**src/sv/epsm_pkg.sv**
```systemverilog
// ----------------------------------------------------------------------------
// epsm_pkg
// widths, constants and helpers of the encoder position and speed meter
// ----------------------------------------------------------------------------
`timescale 1ns / 1ps

package epsm_pkg;

	// position counter width
	localparam int CNT_W = 32;

	// bit-serial multiply runs over the bits of a 20 bit constant
	localparam int MUL_STEPS = 20;
	localparam int MUL_CNT_W = $clog2(MUL_STEPS);
	localparam int PROD_W = CNT_W + MUL_STEPS;
	localparam int DIV_CNT_W = $clog2(PROD_W);
	localparam int DEN_W = 32;
	localparam int QUO_W = 32;

	// 60000 * 16 and 360 * 16
	localparam logic [MUL_STEPS-1:0] K_SPEED = MUL_STEPS'(960000);
	localparam logic [MUL_STEPS-1:0] K_ANGLE = MUL_STEPS'(5760);

	localparam int POS_W = 32;
	localparam int RPM_W = 24;
	localparam int ANG_W = 32;
	localparam int TICK_W = 16;

	localparam int CFG_IDX_W = 2;
	localparam int CFG_DATA_W = 16;

	typedef enum logic [CFG_IDX_W-1:0] {
		REG_SAMPLE_MS = 2'd0,
		REG_PPR       = 2'd1,
		REG_LED_HOLD  = 2'd2
	} cfg_reg_t;

	typedef logic [CNT_W-1:0] cnt_t;

	// magnitude of a two's complement count, most negative maps to 2^(CNT_W-1)
	function automatic cnt_t cnt_abs(cnt_t v);
		return v[CNT_W-1] ? cnt_t'(~v + cnt_t'(1)) : v;
	endfunction

endpackage

```
**src/sv/encoder_position_speed_meter_top.sv**
```systemverilog
// ----------------------------------------------------------------------------
// encoder_position_speed_meter_top
// x1 quadrature counter with windowed rpm and shaft angle, bit-serial math
// ----------------------------------------------------------------------------
//  channel | signals                                    | beat
//  cfg     | cfg_valid cfg_ready cfg_index cfg_data      | one register write
//  in      | in_valid in_ready chan_a chan_b ms_tick clear| one pin sample
//  out     | out_valid out_ready position_count rpm_x16  | one result
//          | angle_x16 activity_on sample_done           |
//
//  an input beat runs an angle pass, and a speed pass ahead of it when a
//  speed window closes; each pass is a multiply and then a divide, both
//  on the shared shift-add multiplier and restoring divider,
//  one bit per cycle; speed is computed first, then the angle
//  reset clears all state, config registers take their defaults (100/600/50)
//  a finished result waits in the output register; the next input beat is
//  taken while it waits, and a new result is held back only until it drains
// ----------------------------------------------------------------------------
`timescale 1ns / 1ps

module encoder_position_speed_meter_top (
	input  logic                             clk,
	input  logic                             arst_n,
	input  logic                             cfg_valid,
	output logic                             cfg_ready,
	input  logic [epsm_pkg::CFG_IDX_W-1:0]   cfg_index,
	input  logic [epsm_pkg::CFG_DATA_W-1:0]  cfg_data,
	input  logic                             in_valid,
	output logic                             in_ready,
	input  logic                             chan_a,
	input  logic                             chan_b,
	input  logic                             ms_tick,
	input  logic                             clear,
	output logic                             out_valid,
	input  logic                             out_ready,
	output logic signed [epsm_pkg::POS_W-1:0] position_count,
	output logic [epsm_pkg::RPM_W-1:0]       rpm_x16,
	output logic signed [epsm_pkg::ANG_W-1:0] angle_x16,
	output logic                             activity_on,
	output logic                             sample_done
);
	import epsm_pkg::*;

	typedef enum logic [2:0] {
		ST_IDLE,   // waiting for a pin sample
		ST_MUL,    // shift-add multiply, one constant bit per cycle
		ST_DIV,    // restoring divide, one quotient bit per cycle
		ST_SPD,    // latch speed, set up the angle pass
		ST_DONE    // hand the result to the output register
	} state_t;

	// configuration registers
	logic [TICK_W-1:0] sample_ms_q;
	logic [TICK_W-1:0] ppr_q;
	logic [TICK_W-1:0] led_hold_q;

	// counter state
	logic              prev_a_q;
	cnt_t              cnt_q;
	cnt_t              wstart_q;
	logic [TICK_W-1:0] wticks_q;
	logic [RPM_W-1:0]  speed_q;
	logic [TICK_W-1:0] hold_q;
	logic              done_q;

	// arithmetic engine
	state_t               state_q;
	logic                 angle_ph_q;
	logic [MUL_CNT_W-1:0] mul_cnt_q;
	logic [DIV_CNT_W-1:0] div_cnt_q;
	cnt_t                 mag_q;
	logic                 neg_q;
	logic [TICK_W-1:0]    elapsed_q;
	logic [PROD_W-1:0]    prod_q;
	logic [DEN_W-1:0]     den_q;
	logic [DEN_W-1:0]     rem_q;
	logic [QUO_W-1:0]     quo_q;
	logic                 ovf_q;

	// output register
	logic                     out_valid_q;
	logic signed [POS_W-1:0]  pos_q;
	logic [RPM_W-1:0]         rpm_q;
	logic signed [ANG_W-1:0]  ang_q;
	logic                     act_q;
	logic                     sdone_q;

	// per-sample update
	logic              in_fire;
	logic              pulse;
	cnt_t              cnt_step;
	cnt_t              cnt_new;
	cnt_t              wstart_new;
	cnt_t              delta;
	logic [TICK_W-1:0] ticks_inc;
	logic              win_end;
	logic [TICK_W-1:0] hold_dec;
	logic [TICK_W-1:0] hold_new;
	cnt_t              ang_src;

	// engine datapath
	logic [TICK_W-1:0]    ppr_eff;
	logic [MUL_CNT_W-1:0] bit_idx;
	logic [MUL_STEPS-1:0] k_sel;
	logic [MUL_STEPS-1:0] el_ext;
	logic [PROD_W-1:0]    prod_nx;
	logic [DEN_W-1:0]     den_nx;
	logic [DEN_W:0]       rem_sh;
	logic                 fits;
	logic [DEN_W:0]       rem_sub;
	logic                 quo_big;
	logic [RPM_W-1:0]     speed_sat;
	logic [ANG_W-1:0]     angle_sat;
	logic                 out_load;

	assign cfg_ready = 1'b1;
	assign in_ready  = (state_q == ST_IDLE);
	assign in_fire   = in_valid && in_ready;

	// edge detect, count, clear, then tick and hold in that order
	assign pulse      = chan_a && !prev_a_q;
	assign cnt_step   = pulse ? (chan_b ? cnt_q + cnt_t'(1) : cnt_q - cnt_t'(1)) : cnt_q;
	assign cnt_new    = clear ? '0 : cnt_step;
	assign wstart_new = clear ? '0 : wstart_q;
	assign delta      = cnt_new - wstart_new;
	assign ticks_inc  = wticks_q + TICK_W'(1);
	assign win_end    = ms_tick && (ticks_inc >= sample_ms_q);
	assign hold_dec   = (ms_tick && (hold_q != '0)) ? hold_q - TICK_W'(1) : hold_q;
	assign hold_new   = pulse ? led_hold_q : hold_dec;

	// angle pass starts from the fresh count on accept, else from the stored one
	assign ang_src = (state_q == ST_IDLE) ? cnt_new : cnt_q;

	// zero pulses per rev acts as one
	assign ppr_eff = (ppr_q == '0) ? TICK_W'(1) : ppr_q;

	// shift-add multiply, msb of the constant first
	assign bit_idx = MUL_CNT_W'(MUL_STEPS - 1) - mul_cnt_q;
	assign k_sel   = angle_ph_q ? K_ANGLE : K_SPEED;
	assign el_ext  = MUL_STEPS'(elapsed_q);
	assign prod_nx = {prod_q[PROD_W-2:0], 1'b0} + (k_sel[bit_idx] ? PROD_W'(mag_q) : '0);
	assign den_nx  = {den_q[DEN_W-2:0], 1'b0} + (el_ext[bit_idx] ? DEN_W'(ppr_eff) : '0);

	// restoring divide step, numerator shifted out of prod_q
	assign rem_sh  = {rem_q, prod_q[PROD_W-1]};
	assign fits    = rem_sh >= {1'b0, den_q};
	assign rem_sub = fits ? rem_sh - {1'b0, den_q} : rem_sh;

	// saturation, any quotient bit beyond the kept word counts as overflow
	assign quo_big   = ovf_q || quo_q[QUO_W-1];
	assign speed_sat = (ovf_q || (quo_q[QUO_W-1:RPM_W] != '0)) ? '1 : quo_q[RPM_W-1:0];
	always_comb begin
		if (neg_q) begin
			angle_sat = quo_big ? {1'b1, {(ANG_W-1){1'b0}}} : ANG_W'(~quo_q + QUO_W'(1));
		end else begin
			angle_sat = quo_big ? {1'b0, {(ANG_W-1){1'b1}}} : ANG_W'(quo_q);
		end
	end

	assign out_load = (state_q == ST_DONE) && (!out_valid_q || out_ready);

	// configuration writes
	always_ff @(posedge clk or negedge arst_n) begin
		if (!arst_n) begin
			sample_ms_q <= TICK_W'(100);
			ppr_q       <= TICK_W'(600);
			led_hold_q  <= TICK_W'(50);
		end else if (cfg_valid && cfg_ready) begin
			case (cfg_index)
				REG_SAMPLE_MS: sample_ms_q <= cfg_data;
				REG_PPR:       ppr_q       <= cfg_data;
				REG_LED_HOLD:  led_hold_q  <= cfg_data;
				default:       ;
			endcase
		end
	end

	// counter state, engine and output register
	always_ff @(posedge clk or negedge arst_n) begin
		if (!arst_n) begin
			prev_a_q    <= 1'b0;
			cnt_q       <= '0;
			wstart_q    <= '0;
			wticks_q    <= '0;
			speed_q     <= '0;
			hold_q      <= '0;
			done_q      <= 1'b0;
			state_q     <= ST_IDLE;
			angle_ph_q  <= 1'b0;
			mul_cnt_q   <= '0;
			div_cnt_q   <= '0;
			mag_q       <= '0;
			neg_q       <= 1'b0;
			elapsed_q   <= '0;
			prod_q      <= '0;
			den_q       <= '0;
			rem_q       <= '0;
			quo_q       <= '0;
			ovf_q       <= 1'b0;
			out_valid_q <= 1'b0;
			pos_q       <= '0;
			rpm_q       <= '0;
			ang_q       <= '0;
			act_q       <= 1'b0;
			sdone_q     <= 1'b0;
		end else begin
			// result drains independently of the engine
			if (out_load) begin
				out_valid_q <= 1'b1;
				pos_q       <= POS_W'($signed(cnt_q));
				rpm_q       <= speed_q;
				ang_q       <= angle_sat;
				act_q       <= (hold_q != '0);
				sdone_q     <= done_q;
			end else if (out_ready) begin
				out_valid_q <= 1'b0;
			end

			case (state_q)
				ST_IDLE: begin
					if (in_fire) begin
						prev_a_q  <= chan_a;
						cnt_q     <= cnt_new;
						hold_q    <= hold_new;
						done_q    <= win_end;
						mul_cnt_q <= '0;
						prod_q    <= '0;
						state_q   <= ST_MUL;
						if (clear) begin
							speed_q <= '0;
						end
						if (win_end) begin
							// speed pass: |delta| * 960000 / (ppr * elapsed)
							wstart_q   <= cnt_new;
							wticks_q   <= '0;
							mag_q      <= cnt_abs(delta);
							elapsed_q  <= (ticks_inc == '0) ? TICK_W'(1) : ticks_inc;
							den_q      <= '0;
							angle_ph_q <= 1'b0;
						end else begin
							wstart_q <= wstart_new;
							if (ms_tick) begin
								wticks_q <= ticks_inc;
							end
							// angle pass: |count| * 5760 / ppr
							mag_q      <= cnt_abs(ang_src);
							neg_q      <= ang_src[CNT_W-1];
							den_q      <= DEN_W'(ppr_eff);
							angle_ph_q <= 1'b1;
						end
					end
				end
				ST_MUL: begin
					prod_q    <= prod_nx;
					mul_cnt_q <= mul_cnt_q + MUL_CNT_W'(1);
					if (!angle_ph_q) begin
						den_q <= den_nx;
					end
					if (mul_cnt_q == MUL_CNT_W'(MUL_STEPS - 1)) begin
						div_cnt_q <= '0;
						rem_q     <= '0;
						quo_q     <= '0;
						ovf_q     <= 1'b0;
						state_q   <= ST_DIV;
					end
				end
				ST_DIV: begin
					prod_q    <= {prod_q[PROD_W-2:0], 1'b0};
					rem_q     <= rem_sub[DEN_W-1:0];
					quo_q     <= {quo_q[QUO_W-2:0], fits};
					ovf_q     <= ovf_q || quo_q[QUO_W-1];
					div_cnt_q <= div_cnt_q + DIV_CNT_W'(1);
					if (div_cnt_q == DIV_CNT_W'(PROD_W - 1)) begin
						state_q <= angle_ph_q ? ST_DONE : ST_SPD;
					end
				end
				ST_SPD: begin
					speed_q    <= speed_sat;
					mag_q      <= cnt_abs(ang_src);
					neg_q      <= ang_src[CNT_W-1];
					den_q      <= DEN_W'(ppr_eff);
					prod_q     <= '0;
					mul_cnt_q  <= '0;
					angle_ph_q <= 1'b1;
					state_q    <= ST_MUL;
				end
				ST_DONE: begin
					if (out_load) begin
						state_q <= ST_IDLE;
					end
				end
				default: begin
					state_q <= ST_IDLE;
				end
			endcase
		end
	end

	assign out_valid      = out_valid_q;
	assign position_count = pos_q;
	assign rpm_x16        = rpm_q;
	assign angle_x16      = ang_q;
	assign activity_on    = act_q;
	assign sample_done    = sdone_q;

endmodule

```
**config.mk**
```make
export PLATFORM = sky130hd
export DESIGN_NAME = encoder_position_speed_meter_top
export DESIGN_NICKNAME = d
export VERILOG_FILES = /design/src/sv/epsm_pkg.sv /design/src/sv/encoder_position_speed_meter_top.sv
export SDC_FILE = /design/constraint.sdc
export NUM_CORES = 2
export LEC_CHECK = 0
export CAP_MARGIN = 15
export CELL_PAD_IN_SITES_DETAIL_PLACEMENT = 1
export CELL_PAD_IN_SITES_GLOBAL_PLACEMENT = 1
export CORE_UTILIZATION = 40
export CTS_BUF_LIST = sky130_fd_sc_hd__clkbuf_2 sky130_fd_sc_hd__clkbuf_4 sky130_fd_sc_hd__clkbuf_8
export DETAILED_ROUTE_END_ITERATION = 12
export DONT_BUFFER_PORTS = 1
export PLACE_DENSITY = 0.68
export REMOVE_ABC_BUFFERS = 1
export SKIP_CTS_REPAIR_TIMING = 1
export SLEW_MARGIN = 20
export SYNTH_ARGS = -nofsm -noshare
export SYNTH_HDL_FRONTEND = slang
export SYNTH_SLANG_ARGS = --single-unit
```
**constraint.sdc**
```tcl
create_clock -name clk -period 9.5 [get_ports clk]
set_clock_uncertainty 0.1 [all_clocks]
set_input_delay 1.9 -clock clk [delete_from_list [all_inputs] [get_ports clk]]
set_output_delay 1.9 -clock clk [all_outputs]
set_load 0.03 [all_outputs]
```
==> key figures <==
Die
  – Initial Util: 0.4032
  – Row count: approximately 100
  – Chip Height: ~280 um
  – Core footprint: 78870 um2
  – I/O Pins: 120
  – Die X: approximately 280 um
  – Die ar.: 80630 um2

Logic synthesis
  – Mapped Cells: ~3700
  – Post-synthesis adder-cell area fraction: 0.06846
  – Largest family of logic cells by synthesized area: compound AO/OA/AOI/OAI gates
  – Dominant cells by area after synthesis: dfrtp_1, ha_1, nand2_1
  – Synth Area in Simple Gates: 0.1941
  – Mux cell area share after synthesis: 0.04242
  – Post-synthesis xor/xnor area fraction: 0.05505
  – Synth Area in Compound Gates: 0.2262
  – Ys Warns: 0
  – Post-synthesis register bit count: between 400 and 500
  – Yosys top cell area share: 0.3651
  – Number of flops mapped to enable cells by yosys: 0
  – Seq/Total Area, Yosys: 0.3734
  – Most used DFF post-synth: dfrtp_1
  – Synth top cells by count: nand2_1, dfrtp_1, o21ai_0
  – Avg Cell Area, Syn: around 8.6 um2
  – Synth Cell Area: 31800 um2
  – Top cell type by total area after synthesis: dfrtp_1
  – Distinct cells, synth: 100
  – Fraction of registers with async set or reset after synthesis: 1.000
  – Most instantiated library cell after synthesis: nand2_1

Clock network
  – CTS tree: built
  – Clk buf depth: 3
  – Clk sink count: roughly 470
  – Number of buffers created by CTS: 89
  – Clk_lat worst skew: 0.72 ns
  – H-tree Lvls: 3
  – Root buf cell: clkbuf_8
  – Clk pin slew, worst setup/hold paths: around 0.060 ns

Detailed routing
  – Vias: roughly 27000
  – Drt total wl: around 95000 um
  – Detail Route Antenna Nets: 0
  – Vias/cell: approximately 5.8
  – DRC viols: 0
  – First-pass iteration count of the detailed router: 5
  – WL per Instance: 20.06 um
  – 1st-iter DRT viols: around 1500

Critical path
  – CP startpoint: chan_b
  – Critical Path RT: between 9 and 10 ns
  – Critical Path Sink Type: flop
  – Crit start category: input port
  – Setup CP Type: in -> reg
  – Reg2reg end: mag_q[8]
  – Worst reg2reg path startpoint: cnt_q[0]
  – CP arrival: about 8.4 ns
  – CP max FO: 18
  – Setup slack, reg-to-reg: about 2.5 ns
  – R2R depth: 23

STA
  – Post-Route Setup TNS: 0 ns
  – Final min period: 7.931 ns
  – Fmax: between 100 and 150 MHz
  – RSZ-0062 raised after global routing: false
  – Slew Viols, Final: 0
  – Fin crit share: 0.8349
  – # setup viols final: 0
  – Slew margin rel.: 0.1275
  – Slew @ Worst Pin: 1.309 ns
  – Endpoints failing hold: 0

Global routing
  – Gr busiest metal: met2
  – Met1 usage: 0.3352
  – M3 GR Usage: 0.03215
  – Aggregate global routing overflow: 0
  – Global-route wire length before repair: between 150000 and 200000 um
  – Global routing usage on met2: 0.3737
  – Largest net degree at the start of global routing: 475
  – Vias in the first global route: 28150
  – Antenna violations before repair: 1
  – Total track usage: 0.2353

Power
  – Power per cell area: 309.7 nW/um2
  – Pleak: around 16 nW
  – VDD IR max: approximately 0.13 mV

Run status
  – Status: completed

Place
  – RePlAce Congestion: 0.8793
  – Final HPWL from detailed placement: roughly 66000 um
  – Placed Cells: roughly 4600
  – # port buffers: 0

Final layout
  – Layout cell share with drive strength beyond 1: 0.1025
  – Area Overhead vs Synth: 9.286%
  – Final net count: ~3800
  – Post-route insts no fill: around 4800

Hold path
  – Worst hold path depth: 2
  – Hold Crit Start: mag_q[7]
  – Worst Hold Path EP: mag_q[7]
  – HP Class: reg -> reg

Flow run
  – Max Cap Viol: 0
[power breakdown]
part	internal (W)	switching, W
sequential	0.00248	0.000443
clock	0.00129	0.000949
combinational	0.00222	0.00337
[layout make-up]
cell class	instances	area, um2
Antenna cell	1	2.502
Multi-Input combinational cell	2902	18770
Inverter	126	474.2
Clock buffer	139	1725
Fill cell	9270	44120
Tap cell	1050	1314
Timing Repair Buffer	43	326.6
Sequential cell	474	11870
Clock inverter	24	266.5
[placed cells by master (no fill, tap or decap), types with 32 or more instances in the layout]
cell type  netlist  layout
nand2_1        511     510
dfrtp_1        464     464
o21ai_0        350     349
nor2_1         258     254
a21oi_1        243     242
ha_1           166     166
xnor2_1        140     139
inv_1          125     125
clkbuf_8         0     109
mux2_2          92      92
nand3_1         86      84
a21o_1          72      72
nand2b_1        66      65
nor3_1          64      63
xor2_1          58      58
and3_1          55      55
and2_1          53      53
buf_4            2      42
a22o_1          40      40
a221oi_1        34      34
a31oi_1         32      32
o21a_1          32      32
o31ai_1         32      32
[metal layers]
layer	routed length, um	part of all wire	up-vias
li1	-	-	13220
met1	47210	0.49	13630
met2	42740	0.45	428
met3	3718	0.039	132
met4	1788	0.019	0
met5	0	0	-
[worst max-delay path by stage]
stage	endpoint	slack, ns	cells past startpoint
6_report	mag_q[8]	1.57	23
5_1_grt	mag_q[8]	1.04	23
4_1_cts	mag_q[8]	1.59	23
3_5_place_dp	mag_q[8]	0.85	23
3_3_place_gp	mag_q[8]	1.04	22
2_1_floorplan	mag_q[25]	1.20	14
[critical path, cell delays in order]
cell      delay [ns]
inv_1           0.37
ha_1            0.36
nor2b_1         0.19
o31ai_1         0.41
a21oi_1         0.29
a211oi_1        0.45
o21ai_0         0.17
xor2_1          0.21
nand2_1         0.07
a21oi_1         0.30
ha_1            0.38
a21oi_1         0.20
o21ai_0         0.16
nor4_1          0.31
o211ai_1        0.18
a41oi_1         0.39
o211ai_1        0.13
o211ai_1        0.22
o21a_1          0.30
xor2_2          0.71
nor2_1          0.13
or3_1           0.34
a32o_1          0.22
[sequential cells by signal (all words and copies together), names as in the netlist, 24 cells and up]
signal and cells:
wstart_q 32, speed_q 24, position_count 32, den_q 32, rpm_x16 24, cnt_q 32
quo_q 32, prod_q 52, rem_q 32, angle_x16 32, mag_q 32
[per-stage QoR]
stage	util	setup WS, ns	cell area (um2)	power, W	hold WS, ns
floorplan	-	1.196	30990	0.006981	0.3375
global placement	0.4151	1.035	32740	0.008384	0.3553
detailed placement	0.4151	0.8474	32740	0.008504	0.3619
CTS	0.4403	1.592	34730	0.01082	0.3763
global route	0.4406	1.039	34750	0.01163	0.4104
finish	0.4406	1.569	34750	0.01076	0.3734
[kinds of logic (layout without fill, tap and decap cells)]
| family | after synthesis | count (layout) |
|---|---|---|
| AND/OR/NAND/NOR | 1298 | 1298 |
| AO/OA/AOI/OAI | 1116 | 1116 |
| flip-flops | 474 | 474 |
| buffers and inverters | 334 | 332 |
| XOR/XNOR | 199 | 199 |
| adder cells (fa/ha/maj) | 171 | 171 |
| multiplexers | 117 | 117 |
| other | 1 | 2 |
Power figures use the tool's default switching activity.
